===== src/rtl/e2c_pkg.sv =====
// Shared types, constants and small tables for the epoch-to-calendar block.
// No dependencies; imported by e2c_sub_unit and epoch_seconds_to_calendar_unit.
package e2c_pkg;

    localparam int SEC_W     = 32;
    localparam int DVD_W     = 31;   // clamped count is never negative
    localparam int RCP_W     = 32;   // reciprocal constants
    localparam int PROD_W    = DVD_W + RCP_W;
    localparam int RCP_SH    = 37;   // common product shift of every reciprocal
    localparam int QUO_W     = PROD_W - RCP_SH;
    localparam int REM_W     = 16;   // remainder of the widest divisor
    localparam int OPA_W     = REM_W + 1;
    localparam int CNT_W     = 2;
    localparam int YEAR_W    = 11;
    localparam int DAYC_W    = 9;    // day of year, 1..366
    localparam int HRS_DAY_W = 14;   // hours left after the year walk
    localparam int DAY_SH    = DVD_W - HRS_DAY_W;

    localparam logic [REM_W-1:0]  SEC_PER_MIN       = 16'd60;
    localparam logic [REM_W-1:0]  HOURS_PER_DAY     = 16'd24;
    localparam logic [REM_W-1:0]  HOURS_PER_SPAN    = 16'd35064;  // 1461 days
    localparam logic [REM_W-1:0]  HOURS_COMMON_YEAR = 16'd8760;   // 365 days
    localparam logic [YEAR_W-1:0] BASE_YEAR         = 11'd1970;

    // floor(x / d) = (x * ceil(2^37 / d)) >> 37 over the range each division sees
    localparam logic [RCP_W-1:0] RCP_MIN  = 32'h8888_8889;  // 1/60, x < 2^31
    localparam logic [RCP_W-1:0] RCP_SPAN = 32'd3919660;    // 1/35064, x < 2^20
    // 1/24 scaled by 2^20; the hours go in shifted up by DAY_SH
    localparam logic [RCP_W-1:0] RCP_DAY  = 32'd43691;

    localparam logic [CNT_W-1:0] YEAR_WALK = 2'd3;

    localparam logic [3:0] MON_JAN = 4'd0;
    localparam logic [3:0] MON_FEB = 4'd1;
    localparam logic [3:0] MON_DEC = 4'd11;
    localparam logic [DAYC_W-1:0] LEAP_DAY = 9'd60;

    typedef enum logic [3:0] {
        ST_IDLE,
        ST_DIV_SEC,
        ST_REM_SEC,
        ST_DIV_MIN,
        ST_REM_MIN,
        ST_DIV_SPAN,
        ST_REM_SPAN,
        ST_YEAR,
        ST_DIV_DAY,
        ST_REM_DAY,
        ST_MONTH_ADJ,
        ST_MONTH,
        ST_FINISH
    } e2c_state_t;

    typedef struct packed {
        logic             ge;
        logic [REM_W-1:0] diff;
    } e2c_sub_res_t;

    function automatic logic [4:0] month_len(input logic [3:0] mon);
        logic [4:0] len;
        unique case (mon)
            4'd1:                       len = 5'd28;
            4'd3, 4'd5, 4'd8, 4'd10:    len = 5'd30;
            default:                    len = 5'd31;
        endcase
        return len;
    endfunction

    function automatic logic [REM_W-1:0] year_hours(input logic [YEAR_W-1:0] yr);
        return (yr[1:0] == 2'b00) ? (HOURS_COMMON_YEAR + HOURS_PER_DAY) : HOURS_COMMON_YEAR;
    endfunction

endpackage


===== src/rtl/e2c_sub_unit.sv =====
// Shared compare-and-subtract unit: a >= b and a - b.
// Depends on e2c_pkg.
module e2c_sub_unit (
    input  logic [e2c_pkg::OPA_W-1:0] a,
    input  logic [e2c_pkg::REM_W-1:0] b,
    output e2c_pkg::e2c_sub_res_t     res
);
    import e2c_pkg::*;

    logic [OPA_W:0] d_full;

    assign d_full   = {1'b0, a} - {2'b00, b};
    assign res.ge   = ~d_full[OPA_W];
    assign res.diff = d_full[REM_W-1:0];

endmodule


===== src/rtl/epoch_seconds_to_calendar_unit.sv =====
// Top level: seconds since 1970 to calendar date and time of day.
// Depends on e2c_pkg and e2c_sub_unit.
//
//   channel | ports                               | dir | handshake
//   input   | s_seconds                           | in  | s_valid / s_ready
//   result  | m_second m_minute m_hour m_day       | out | m_valid / m_ready
//           | m_month m_year                      |     |
//
// A request passes from acceptance to the result register through three
// reciprocal divisions (multiply, then subtract the product back), one to
// three year steps, the hour/day split, a month set-up step, up to twelve
// month steps (none on a leap day) and a finish step. Remainders, years and
// months share one compare-subtract unit.
// s_ready is high only while the sequencer is idle; a finished result sits
// in the output register, so a new request may start while it is stalled.
// Reset (aresetn, synchronous) clears the sequencer and m_valid.
module epoch_seconds_to_calendar_unit (
    input  logic                        aclk,
    input  logic                        aresetn,
    input  logic                        s_valid,
    output logic                        s_ready,
    input  logic signed [31:0]          s_seconds,
    output logic                        m_valid,
    input  logic                        m_ready,
    output logic [5:0]                  m_second,
    output logic [5:0]                  m_minute,
    output logic [4:0]                  m_hour,
    output logic [4:0]                  m_day,
    output logic [3:0]                  m_month,
    output logic [10:0]                 m_year
);
    import e2c_pkg::*;

    e2c_state_t state_reg, state_next;

    logic [DVD_W-1:0]  dvd_reg, dvd_next;
    logic [QUO_W-1:0]  quo_reg, quo_next;
    logic [CNT_W-1:0]  cnt_reg, cnt_next;
    logic [REM_W-1:0]  hrs_reg, hrs_next;
    logic [5:0]        sec_reg, sec_next;
    logic [5:0]        min_reg, min_next;
    logic [4:0]        hour_reg, hour_next;
    logic [DAYC_W-1:0] day_reg, day_next;
    logic [3:0]        mon_reg, mon_next;
    logic [YEAR_W-1:0] year_reg, year_next;

    logic              m_valid_reg, m_valid_next;
    logic [5:0]        m_second_reg, m_second_next;
    logic [5:0]        m_minute_reg, m_minute_next;
    logic [4:0]        m_hour_reg, m_hour_next;
    logic [4:0]        m_day_reg, m_day_next;
    logic [3:0]        m_month_reg, m_month_next;
    logic [YEAR_W-1:0] m_year_reg, m_year_next;

    logic [OPA_W-1:0]  unit_a;
    logic [REM_W-1:0]  unit_b;
    e2c_sub_res_t      unit_res;

    logic [DVD_W-1:0]  mul_a;
    logic [RCP_W-1:0]  mul_m;
    logic [PROD_W-1:0] mul_prod;
    logic [QUO_W-1:0]  q_mul;
    logic [REM_W-1:0]  rem_div;
    logic [REM_W-1:0]  rem_sub;

    logic [REM_W-1:0]  hrs_sel;
    logic              last_step;
    logic              leap;
    logic              in_acc;
    logic              out_free;
    logic              month_more;

    e2c_sub_unit u_sub (
        .a   (unit_a),
        .b   (unit_b),
        .res (unit_res)
    );

    assign s_ready    = (state_reg == ST_IDLE);
    assign in_acc     = s_valid && s_ready;
    assign out_free   = !m_valid_reg || m_ready;
    assign last_step  = (cnt_reg == 2'd1);
    assign leap       = (year_reg[1:0] == 2'b00);

    assign hrs_sel    = unit_res.ge ? unit_res.diff : hrs_reg;
    assign month_more = (mon_reg < MON_DEC) && unit_res.ge && (unit_res.diff != '0);

    // reciprocal multiply for the quotient, then quotient * divisor for the remainder
    always_comb begin
        mul_a   = dvd_reg;
        mul_m   = RCP_MIN;
        rem_div = SEC_PER_MIN;
        unique case (state_reg)
            ST_DIV_SPAN, ST_REM_SPAN: begin
                mul_m   = RCP_SPAN;
                rem_div = HOURS_PER_SPAN;
            end
            ST_DIV_DAY, ST_REM_DAY: begin
                mul_a   = {hrs_reg[HRS_DAY_W-1:0], {DAY_SH{1'b0}}};
                mul_m   = RCP_DAY;
                rem_div = HOURS_PER_DAY;
            end
            default: begin
                mul_a   = dvd_reg;
                mul_m   = RCP_MIN;
                rem_div = SEC_PER_MIN;
            end
        endcase
    end

    assign mul_prod = PROD_W'(mul_a) * PROD_W'(mul_m);
    assign q_mul    = mul_prod[PROD_W-1:RCP_SH];
    // low bits only: the remainder is below the divisor, so it is exact mod 2^16
    assign rem_sub  = quo_reg[REM_W-1:0] * rem_div;

    // operand selection for the shared unit
    always_comb begin
        unit_a = '0;
        unit_b = '0;
        unique case (state_reg)
            ST_REM_SEC, ST_REM_MIN, ST_REM_SPAN: begin
                unit_a = {1'b0, dvd_reg[REM_W-1:0]};
                unit_b = rem_sub;
            end
            ST_REM_DAY: begin
                unit_a = {1'b0, hrs_reg};
                unit_b = rem_sub;
            end
            ST_YEAR: begin
                unit_a = {1'b0, hrs_reg};
                unit_b = year_hours(year_reg);
            end
            ST_MONTH: begin
                unit_a = {{(OPA_W-DAYC_W){1'b0}}, day_reg};
                unit_b = {{(REM_W-5){1'b0}}, month_len(mon_reg)};
            end
            default: begin
                unit_a = '0;
                unit_b = '0;
            end
        endcase
    end

    // next state
    always_comb begin
        state_next = state_reg;
        unique case (state_reg)
            ST_IDLE:      if (in_acc) state_next = ST_DIV_SEC;
            ST_DIV_SEC:   state_next = ST_REM_SEC;
            ST_REM_SEC:   state_next = ST_DIV_MIN;
            ST_DIV_MIN:   state_next = ST_REM_MIN;
            ST_REM_MIN:   state_next = ST_DIV_SPAN;
            ST_DIV_SPAN:  state_next = ST_REM_SPAN;
            ST_REM_SPAN:  state_next = ST_YEAR;
            ST_YEAR:      if (!unit_res.ge || last_step) state_next = ST_DIV_DAY;
            ST_DIV_DAY:   state_next = ST_REM_DAY;
            ST_REM_DAY:   state_next = ST_MONTH_ADJ;
            ST_MONTH_ADJ: begin
                if (leap && day_reg == LEAP_DAY) state_next = ST_FINISH;
                else                             state_next = ST_MONTH;
            end
            ST_MONTH:     if (!month_more) state_next = ST_FINISH;
            ST_FINISH:    if (out_free) state_next = ST_IDLE;
            default:      state_next = ST_IDLE;
        endcase
    end

    // datapath and outputs
    always_comb begin
        dvd_next      = dvd_reg;
        quo_next      = quo_reg;
        cnt_next      = cnt_reg;
        hrs_next      = hrs_reg;
        sec_next      = sec_reg;
        min_next      = min_reg;
        hour_next     = hour_reg;
        day_next      = day_reg;
        mon_next      = mon_reg;
        year_next     = year_reg;
        m_valid_next  = m_valid_reg && !m_ready;
        m_second_next = m_second_reg;
        m_minute_next = m_minute_reg;
        m_hour_next   = m_hour_reg;
        m_day_next    = m_day_reg;
        m_month_next  = m_month_reg;
        m_year_next   = m_year_reg;

        unique case (state_reg)
            ST_IDLE: begin
                if (in_acc) begin
                    dvd_next = s_seconds[SEC_W-1] ? '0 : s_seconds[DVD_W-1:0];
                end
            end
            ST_DIV_SEC, ST_DIV_MIN, ST_DIV_SPAN, ST_DIV_DAY: begin
                quo_next = q_mul;
            end
            ST_REM_SEC: begin
                sec_next = unit_res.diff[5:0];
                dvd_next = {{(DVD_W-QUO_W){1'b0}}, quo_reg};
            end
            ST_REM_MIN: begin
                min_next = unit_res.diff[5:0];
                dvd_next = {{(DVD_W-QUO_W){1'b0}}, quo_reg};
            end
            ST_REM_SPAN: begin
                hrs_next  = unit_res.diff;
                year_next = BASE_YEAR + {4'b0, quo_reg[4:0], 2'b00};
                cnt_next  = YEAR_WALK;
            end
            ST_YEAR: begin
                hrs_next = hrs_sel;
                cnt_next = cnt_reg - 2'd1;
                if (unit_res.ge) year_next = year_reg + 11'd1;
            end
            ST_REM_DAY: begin
                hour_next = unit_res.diff[4:0];
                day_next  = quo_reg[DAYC_W-1:0] + 9'd1;
            end
            ST_MONTH_ADJ: begin
                if (leap && day_reg == LEAP_DAY) begin
                    mon_next = MON_FEB;
                    day_next = 9'd29;
                end else begin
                    mon_next = MON_JAN;
                    if (leap && day_reg > LEAP_DAY) day_next = day_reg - 9'd1;
                end
            end
            ST_MONTH: begin
                if (month_more) begin
                    day_next = unit_res.diff[DAYC_W-1:0];
                    mon_next = mon_reg + 4'd1;
                end
            end
            ST_FINISH: begin
                if (out_free) begin
                    m_valid_next  = 1'b1;
                    m_second_next = sec_reg;
                    m_minute_next = min_reg;
                    m_hour_next   = hour_reg;
                    m_day_next    = day_reg[4:0];
                    m_month_next  = mon_reg;
                    m_year_next   = year_reg;
                end
            end
            default: begin
                cnt_next = cnt_reg;
            end
        endcase
    end

    always_ff @(posedge aclk) begin
        if (!aresetn) begin
            state_reg   <= ST_IDLE;
            m_valid_reg <= 1'b0;
            cnt_reg     <= '0;
        end else begin
            state_reg   <= state_next;
            m_valid_reg <= m_valid_next;
            cnt_reg     <= cnt_next;
        end
    end

    always_ff @(posedge aclk) begin
        dvd_reg      <= dvd_next;
        quo_reg      <= quo_next;
        hrs_reg      <= hrs_next;
        sec_reg      <= sec_next;
        min_reg      <= min_next;
        hour_reg     <= hour_next;
        day_reg      <= day_next;
        mon_reg      <= mon_next;
        year_reg     <= year_next;
        m_second_reg <= m_second_next;
        m_minute_reg <= m_minute_next;
        m_hour_reg   <= m_hour_next;
        m_day_reg    <= m_day_next;
        m_month_reg  <= m_month_next;
        m_year_reg   <= m_year_next;
    end

    assign m_valid  = m_valid_reg;
    assign m_second = m_second_reg;
    assign m_minute = m_minute_reg;
    assign m_hour   = m_hour_reg;
    assign m_day    = m_day_reg;
    assign m_month  = m_month_reg;
    assign m_year   = m_year_reg;

    a_year_count: assert property (@(posedge aclk) disable iff (!aresetn)
        state_reg == ST_YEAR |-> cnt_reg != '0)
        else $error("step counter ran out inside the year walk");

    a_start: assert property (@(posedge aclk) disable iff (!aresetn)
        (s_valid && s_ready) |=> state_reg == ST_DIV_SEC)
        else $error("accepted request did not start the seconds division");

    a_result_src: assert property (@(posedge aclk) disable iff (!aresetn)
        $rose(m_valid_reg) |-> $past(state_reg) == ST_FINISH)
        else $error("result raised outside the finish step");

    a_month_walk: assert property (@(posedge aclk) disable iff (!aresetn)
        state_reg == ST_MONTH |-> (mon_reg <= MON_DEC && day_reg != '0))
        else $error("month walk out of range");

    a_time_range: assert property (@(posedge aclk) disable iff (!aresetn)
        m_valid_reg |-> (m_hour_reg < 5'd24 && m_minute_reg < 6'd60 &&
                         m_second_reg < 6'd60 && m_day_reg != 5'd0))
        else $error("time of day out of range on result");

endmodule


===== config.mk =====
export PLATFORM = sky130hd
export DESIGN_NAME = epoch_seconds_to_calendar_unit
export DESIGN_NICKNAME = d
export VERILOG_FILES = /design/src/rtl/e2c_pkg.sv /design/src/rtl/e2c_sub_unit.sv /design/src/rtl/epoch_seconds_to_calendar_unit.sv
export SDC_FILE = /design/constraint.sdc
export NUM_CORES = 2
export LEC_CHECK = 0
export ABC_AREA = 1
export BUFFER_PORTS_ARGS = -buffer_cell sky130_fd_sc_hd__buf_2
export CAP_MARGIN = 20
export CORE_AREA = 8 8 230 232
export DETAILED_ROUTE_END_ITERATION = 10
export DIE_AREA = 0 0 238 240
export GPL_ROUTABILITY_DRIVEN = 0
export PLACE_DENSITY = 0.77
export SLEW_MARGIN = 30
export SYNTH_ARGS = -nofsm -noshare
export SYNTH_HDL_FRONTEND = slang
export SYNTH_SLANG_ARGS = --single-unit

===== constraint.sdc =====
create_clock -name aclk -period 19.55 [get_ports aclk]
set_input_delay 3.91 -clock aclk [delete_from_list [all_inputs] [get_ports aclk]]
set_output_delay 3.91 -clock aclk [all_outputs]
set_load 0.02 [all_outputs]

[Word level (Yosys, flattened, before mapping)]
Cells that the tools add are included.
Word-level totals
  bits in registers: 158
  latch bits: 0
  bits in read-only memories: 0
  output and inout port bits: 39
  memories kept: 0
  bits in writable memories: 0
  word-level logic and storage cells: 117
  bits of input ports: 36
Cells by class
  equal/unequal tests: 26
  muxes and demuxes: 30
  bitwise operators: 1
  magnitude comparators: 2
  $add $sub $neg: 7
  shift-type cells: 0
  reductions and logical operators: 31
  divide/modulo/power cells: 0
  multiply operators: 2
Operators with widths (number)
  $pmux 16 s3: 2
  $mux 31: 3
  $pmux 16 s2: 2
  $pmux 32 s2: 1
  $mul 31x32->63: 1
  $pmux 31 s2: 1
  $pmux 4 s13: 1
  $eq 4x4->1 const B: 7
  $mux 9: 3
  $pmux 9 s3: 1
  $pmux 11 s2: 1
  $eq 4x3->1 const B: 5
  $mux 4: 5
  $sub 16x16->17: 1
  $mul 16x16->16: 1
  $mux 16: 1
  $reduce_bool 16->1: 1
  $eq 4x2->1 const B: 3
  $reduce_or 4->1: 3
  $add 11x1->11 const B: 1
  $mux 11: 1
  $ne 2x2->1 const B: 5
  $add 8x8->9 const A: 1
  $add 9x1->9 const B: 1
  other kinds (28): 47

[Logic depth before layout (Yosys ltp)]
  depth after elaboration: 11
  gate-level depth with buffers: 47

[By module]
From an unflattened synthesis, not the netlist that was laid out.
Second synthesis, totals
  cells, all modules: 3741
  area, all modules: 32483.7 µm²
Modules (own cells, without submodules)
  epoch_seconds_to_calendar_unit: cells each 3536, area an instance 31438.9 µm², times used 1, seq. area each 4674.5 µm²
  e2c_sub_unit: cells each 205, area an instance 1044.8 µm², times used 1, seq. area each 0.0 µm²

[Worst setup path before layout]
Ideal clock, no wire load.
  path type: reg-to-reg
  start: register state_reg[3]
  end: register hrs_reg[0], enable pin
  cell stages (with the launch flop): 38
  arrival time: 7.795 ns
  setup slack: 11.344 ns
  required time: 19.139 ns
  period minus slack after synthesis: 8.206 ns
  setup time: 0.411 ns
  cell sequence: dfxtp_1 > inv_1 > nor2_2 > nand2_1 > buf_2 > inv_2 > buf_2 > buf_1 > nor2_1 > fa_1 > inv_1 > fa_1 > inv_1 > ha_1 > ha_1 > inv_1 > fa_1 > fa_1 > [... 2 more ...] > a21oi_1 > o221ai_1 > a21oi_1 > nor2_1 > o21ai_0 > a21oi_1 > o21ai_0 > inv_1 > ha_1 > nand2_1 > nor2_1 > and2_1 > nand2_1 > nand2_1 > nand2_1 > a21oi_2 > nor2_1 > nor2_1
Between the ends
  cells in the longest elaborated chain, start to end: 8
  elaborated cells on any way between the ends: 21
  classes of those cells: add/sub: 1; mul: 1; eq/ne: 9; mux: 3; reduce/logical: 7
Ends and longest elaborated chain
  start, declared: line epoch_seconds_to_calendar_unit.sv:34  | e2c_state_t state_reg, state_next;
  start signal, assigned: line epoch_seconds_to_calendar_unit.sv:257  | state_reg <= state_next;
  $eq 4x4->1 (tied with other cells): line epoch_seconds_to_calendar_unit.sv:93, epoch_seconds_to_calendar_unit.sv:120
  $reduce_or 2->1: line epoch_seconds_to_calendar_unit.sv:93  | unique case (state_reg)
  $pmux 16 s2: line epoch_seconds_to_calendar_unit.sv:93
  $mul 16x16->16: line epoch_seconds_to_calendar_unit.sv:114  | assign rem_sub = quo_reg[REM_W-1:0] * rem_div;
  $pmux 16 s3: line epoch_seconds_to_calendar_unit.sv:120  | unique case (state_reg)
  $sub 16x16->17: line e2c_sub_unit.sv:12  | assign d_full = {1'b0, a} - {2'b00, b};
  $ne 2x2->1 (no source line)
  $reduce_and 2->1 (no source line) (*)
  end signal, assigned: line epoch_seconds_to_calendar_unit.sv:266  | hrs_reg <= hrs_next;
  end, declared: line epoch_seconds_to_calendar_unit.sv:39  | logic [REM_W-1:0] hrs_reg, hrs_next;
Every way passes the cells marked *; elsewhere a longest branch is shown, timed or not.
A chain may end at the register's enable or synchronous reset.

[Worst setup path after layout]
  start: register state_reg[3]
  end: register quo_reg[12], data pin
Between the ends
  cells in the longest elaborated chain, start to end: 4
  elaborated cells on any way between the ends: 9
  classes of those cells: mul: 1; eq/ne: 4; mux: 2; reduce/logical: 2
Ends and longest elaborated chain
  $eq 4x4->1 or $eq 4x3->1 (tied branches): line epoch_seconds_to_calendar_unit.sv:93
  $reduce_or 2->1: line epoch_seconds_to_calendar_unit.sv:93
  $pmux 32 s2 or $mux 31 (tied branches): line epoch_seconds_to_calendar_unit.sv:93
  $mul 31x32->63 (*): line epoch_seconds_to_calendar_unit.sv:111  | assign mul_prod = PROD_W'(mul_a) * PROD_W'(mul_m);
  via mul_prod[49]: line epoch_seconds_to_calendar_unit.sv:61  | logic [PROD_W-1:0] mul_prod;
  end signal, assigned: line epoch_seconds_to_calendar_unit.sv:265  | quo_reg <= quo_next;
  end, declared: line epoch_seconds_to_calendar_unit.sv:37  | logic [QUO_W-1:0] quo_reg, quo_next;
Mark *: on every way through the listed nets, which the timed path passes. The rest lies on a longest branch.

==> results_dict.tcl <==
set metrics [dict create \
    shortest_clock_period_the_worst_path_allows_after_layout_ns 9.96 \
    async_flop_share 0 \
    wl_per_instance_um 21.1 \
    worst_pin_slew_ns 0.958 \
    number_of_buffers_between_clock_root_and_the_deepest_sink 2 \
    max_cap_violations 0 \
    numCtsBuffers 17 \
    met3_length_um 11200 \
    synthDistinctLibCells 48 \
    synthesis.instances 3497 \
    synth_top_area_frac 0.352 \
    syn_to_final_growth_pct 6.20 \
    synth_top_flop_cell "sky130_fd_sc_hd__edfxtp_1" \
    chipWidth_um 238 \
    wl_met2_um 40700 \
    r2r.worst_path.cells 33 \
    number_of_flip_flops_under_the_largest_register_name 31 \
    category_of_the_critical_setup_timing_path "reg -> reg" \
    die_y_um 240 \
    largest_net_degree_at_the_start_of_global_routing 46 \
    critical_path.max_fanout 41 \
    startpoint "state_reg[3]" \
    detail_route.vias_per_cell 5.62 \
    r2r_start "state_reg[3]" \
    yosys_warnings 0 \
    outcome "completed" \
    routed_wl_um 90300 \
    top_layer_used "met5" \
    io_buffers 74 \
    cts.repair.resized 0 \
    cp_data_arrival_time_ns 10.20 \
    finalClockSkew_ns 0.0232 \
    count_of_flip_flops_with_a_built_in_enable_after_synthesis 151 \
    finalNetCount 4653 \
    detailedRoute.firstPassIterationCount 6 \
    setup.reg_to_reg.worst_slack_ns 9.59 \
    synth.cell_area_sq_um 31500 \
    detail_route.iter0.violations 2245 \
    timing.fmax_ghz 0.100 \
    post_cts.repair.setup_buffers 0 \
    cp_slowest_cell "sky130_fd_sc_hd__fa_1" \
    worst_setup_path_start_kind "flip-flop" \
    synth_compound_gate_area_share 0.0545 \
    placed_cell_area_sq_um 32800 \
    cpPeakStageDelay_ns 0.70 \
    cts_hold_repair.buffers 0 \
    first_pass_grt_wire_length_um 142000 \
    final_antenna_net_count 0 \
    die_area_sq_um 57100 \
    mux_cell_area_share_after_synthesis 0 \
    slew_headroom 0.360 \
    synth_simple_gate_area_share 0.114 \
    start_util 0.637 \
    insertion_delay_ns 0.49 \
    grtUsageTotal 0.330 \
    io_pins 75 \
    finalSetupViolations 0 \
    dp_hpwl_um 78600 \
    synthTopCellsByArea "sky130_fd_sc_hd__fa_1 35%, sky130_fd_sc_hd__ha_1 19%, sky130_fd_sc_hd__edfxtp_1 14%" \
    min_period_over_period 0.509 \
    first_global_vias 25500 \
    routedLengthMet1_um 33000 \
    fin_worst_hold_slack_ns 0.420 \
    h_tree_depth_reported_by_cts 4 \
    cts_root_buf "sky130_fd_sc_hd__clkbuf_16" \
    critPathRequiredTime_ns 19.79 \
    antennaDiodeCount 0 \
    tritoncts "built" \
    hp-class "reg -> reg" \
    synth_top_area_cell "sky130_fd_sc_hd__fa_1" \
    fp.coreArea_sq_um 49500 \
    post-route-util 0.676 \
    drive_gt1_frac 0.0413 \
    via_count 24100 \
    clk_pin_slew_ns 0.09 \
    rows 82 \
    antenna_found_initial 1 \
    synth_adder_area_share 0.538 \
    ff_latch_count_synth 158 \
    critical_path.most_common_cell "sky130_fd_sc_hd__inv_1" \
    worstSetupEndpointType "flip-flop" \
    drc 0 \
    largest_family_of_logic_cells_by_synthesized_area "adder cells" \
    endpoint "quo_reg[12]" \
    setup_total_negative_slack_ns 0 \
    synth-xor-area-share 0.0156 \
    final_design_area_no_fill_sq_um 33400 \
    critical_path.reg2reg.endpoint "quo_reg[12]" \
    rsz0062_at_grt "no" \
    seq_area_frac_synth 0.148 \
    grt_remaining_overflow 0 \
    hold_violation_total_from_the_final_report 0 \
    avgSynthCellArea_sq_um 9.00 \
    finalMaxSlewViolations 0 \
    tritoncts_num_sinks 158 \
]
final cells by class:
type                    count  area [sq um]
multi-input cells        2282         22900
fillers                  3872         16000
flip-flops and latches    158          4670
inverters                1049          3940
well taps                 672           841
repair buffers             88           495
clock buffers              17           425
clock inverters            15           174
cells in the mapped netlist (2+ instances only):
cell type / count
sky130_fd_sc_hd__inv_1: 1042
sky130_fd_sc_hd__fa_1: 553
sky130_fd_sc_hd__ha_1: 468
sky130_fd_sc_hd__nor2_1: 363
sky130_fd_sc_hd__nand2_1: 355
sky130_fd_sc_hd__edfxtp_1: 151
sky130_fd_sc_hd__o21ai_0: 105
sky130_fd_sc_hd__a21oi_1: 99
sky130_fd_sc_hd__nand3_1: 92
sky130_fd_sc_hd__xor2_1: 41
sky130_fd_sc_hd__a31oi_1: 22
sky130_fd_sc_hd__clkbuf_1: 21
sky130_fd_sc_hd__nand4_1: 19
sky130_fd_sc_hd__nor3_1: 15
sky130_fd_sc_hd__xnor2_1: 15
sky130_fd_sc_hd__o221ai_1: 13
sky130_fd_sc_hd__a21o_1: 11
sky130_fd_sc_hd__o22ai_1: 10
sky130_fd_sc_hd__buf_1: 7
sky130_fd_sc_hd__dfxtp_1: 7
sky130_fd_sc_hd__nor4_1: 7
sky130_fd_sc_hd__buf_2: 6
sky130_fd_sc_hd__o211ai_1: 6
sky130_fd_sc_hd__o21bai_1: 6
sky130_fd_sc_hd__a211oi_1: 5
sky130_fd_sc_hd__and3_1: 5
sky130_fd_sc_hd__nand3b_1: 5
sky130_fd_sc_hd__o21a_1: 5
sky130_fd_sc_hd__a22oi_1: 4
sky130_fd_sc_hd__inv_2: 4
sky130_fd_sc_hd__nor2_2: 4
sky130_fd_sc_hd__or2_2: 4
sky130_fd_sc_hd__a21boi_0: 3
sky130_fd_sc_hd__and2_1: 3
sky130_fd_sc_hd__clkinv_1: 3
sky130_fd_sc_hd__a21oi_2: 2
sky130_fd_sc_hd__a221oi_1: 2
sky130_fd_sc_hd__conb_1: 2
sky130_fd_sc_hd__o311ai_0: 2
sky130_fd_sc_hd__or2_1: 2
layer usage:
metal	up-vias	track usage
met2	1397	0.528
met5	-	0
li1	10800	-
met1	11500	0.400
met3	360	0.108
met4	2	0.164
worst min path at each step:
stage / startpoint / to / slack (ns) / cells past startpoint
detailed placement: hour_reg[0] / m_hour[0] / 0.40 / 0
floorplan: hour_reg[0] / m_hour[0] / 0.40 / 0
CTS: sec_reg[3] / m_second[3] / 0.42 / 0
global placement: min_reg[4] / m_minute[4] / 0.40 / 0
global route: sec_reg[3] / m_second[3] / 0.43 / 0
finish: sec_reg[3] / m_second[3] / 0.42 / 0
stage by stage:
step | std cells | setup WS, ns
after global routing | 4281 | 9.43
after CTS | 4281 | 9.85
final | 4281 | 9.59
after global placement | 4248 | 10.04
after detailed placement | 4249 | 9.90
after floorplan | 3523 | 11.34
worst max-delay path: cells and delay by family (launching register included):
kind / cells / cell delay, ns
adders and majority gates: 9 / 4.61
and+or+nand+nor: 11 / 2.64
buffers and inverters: 11 / 1.73
DFF: 1 / 0.43
AOI/OAI and AO/OA: 1 / 0.08
xor gates and xnor gates: 1 / 0.13
cells in the final DEF (no fill, tap or decap), types with 22 or more instances in the layout:
| cell type | netlist | routed |
|---|---|---|
| sky130_fd_sc_hd__a21oi_1 | 99 | 97 |
| sky130_fd_sc_hd__nor2_1 | 363 | 356 |
| sky130_fd_sc_hd__nand3_1 | 92 | 92 |
| sky130_fd_sc_hd__a31oi_1 | 22 | 22 |
| sky130_fd_sc_hd__inv_1 | 1042 | 1042 |
| sky130_fd_sc_hd__ha_1 | 468 | 468 |
| sky130_fd_sc_hd__fa_1 | 553 | 553 |
| sky130_fd_sc_hd__xor2_1 | 41 | 41 |
| sky130_fd_sc_hd__o21ai_0 | 105 | 105 |
| sky130_fd_sc_hd__edfxtp_1 | 151 | 151 |
| sky130_fd_sc_hd__nand2_1 | 355 | 355 |
| sky130_fd_sc_hd__buf_2 | 6 | 74 |
| sky130_fd_sc_hd__conb_1 | 2 | 28 |
cells by family after synthesis:
| group | Yosys count |
|---|---|
| AOI/OAI and AO/OA | 298 |
| xor gates and xnor gates | 56 |
| adders and majority gates | 1021 |
| buffers and inverters | 1083 |
| DFF | 158 |
| other | 2 |
| and+or+nand+nor | 879 |
Power is left out: the tool's default activity adds up to more than one toggle a clock period on the data nets, which glitch-free logic cannot reach.
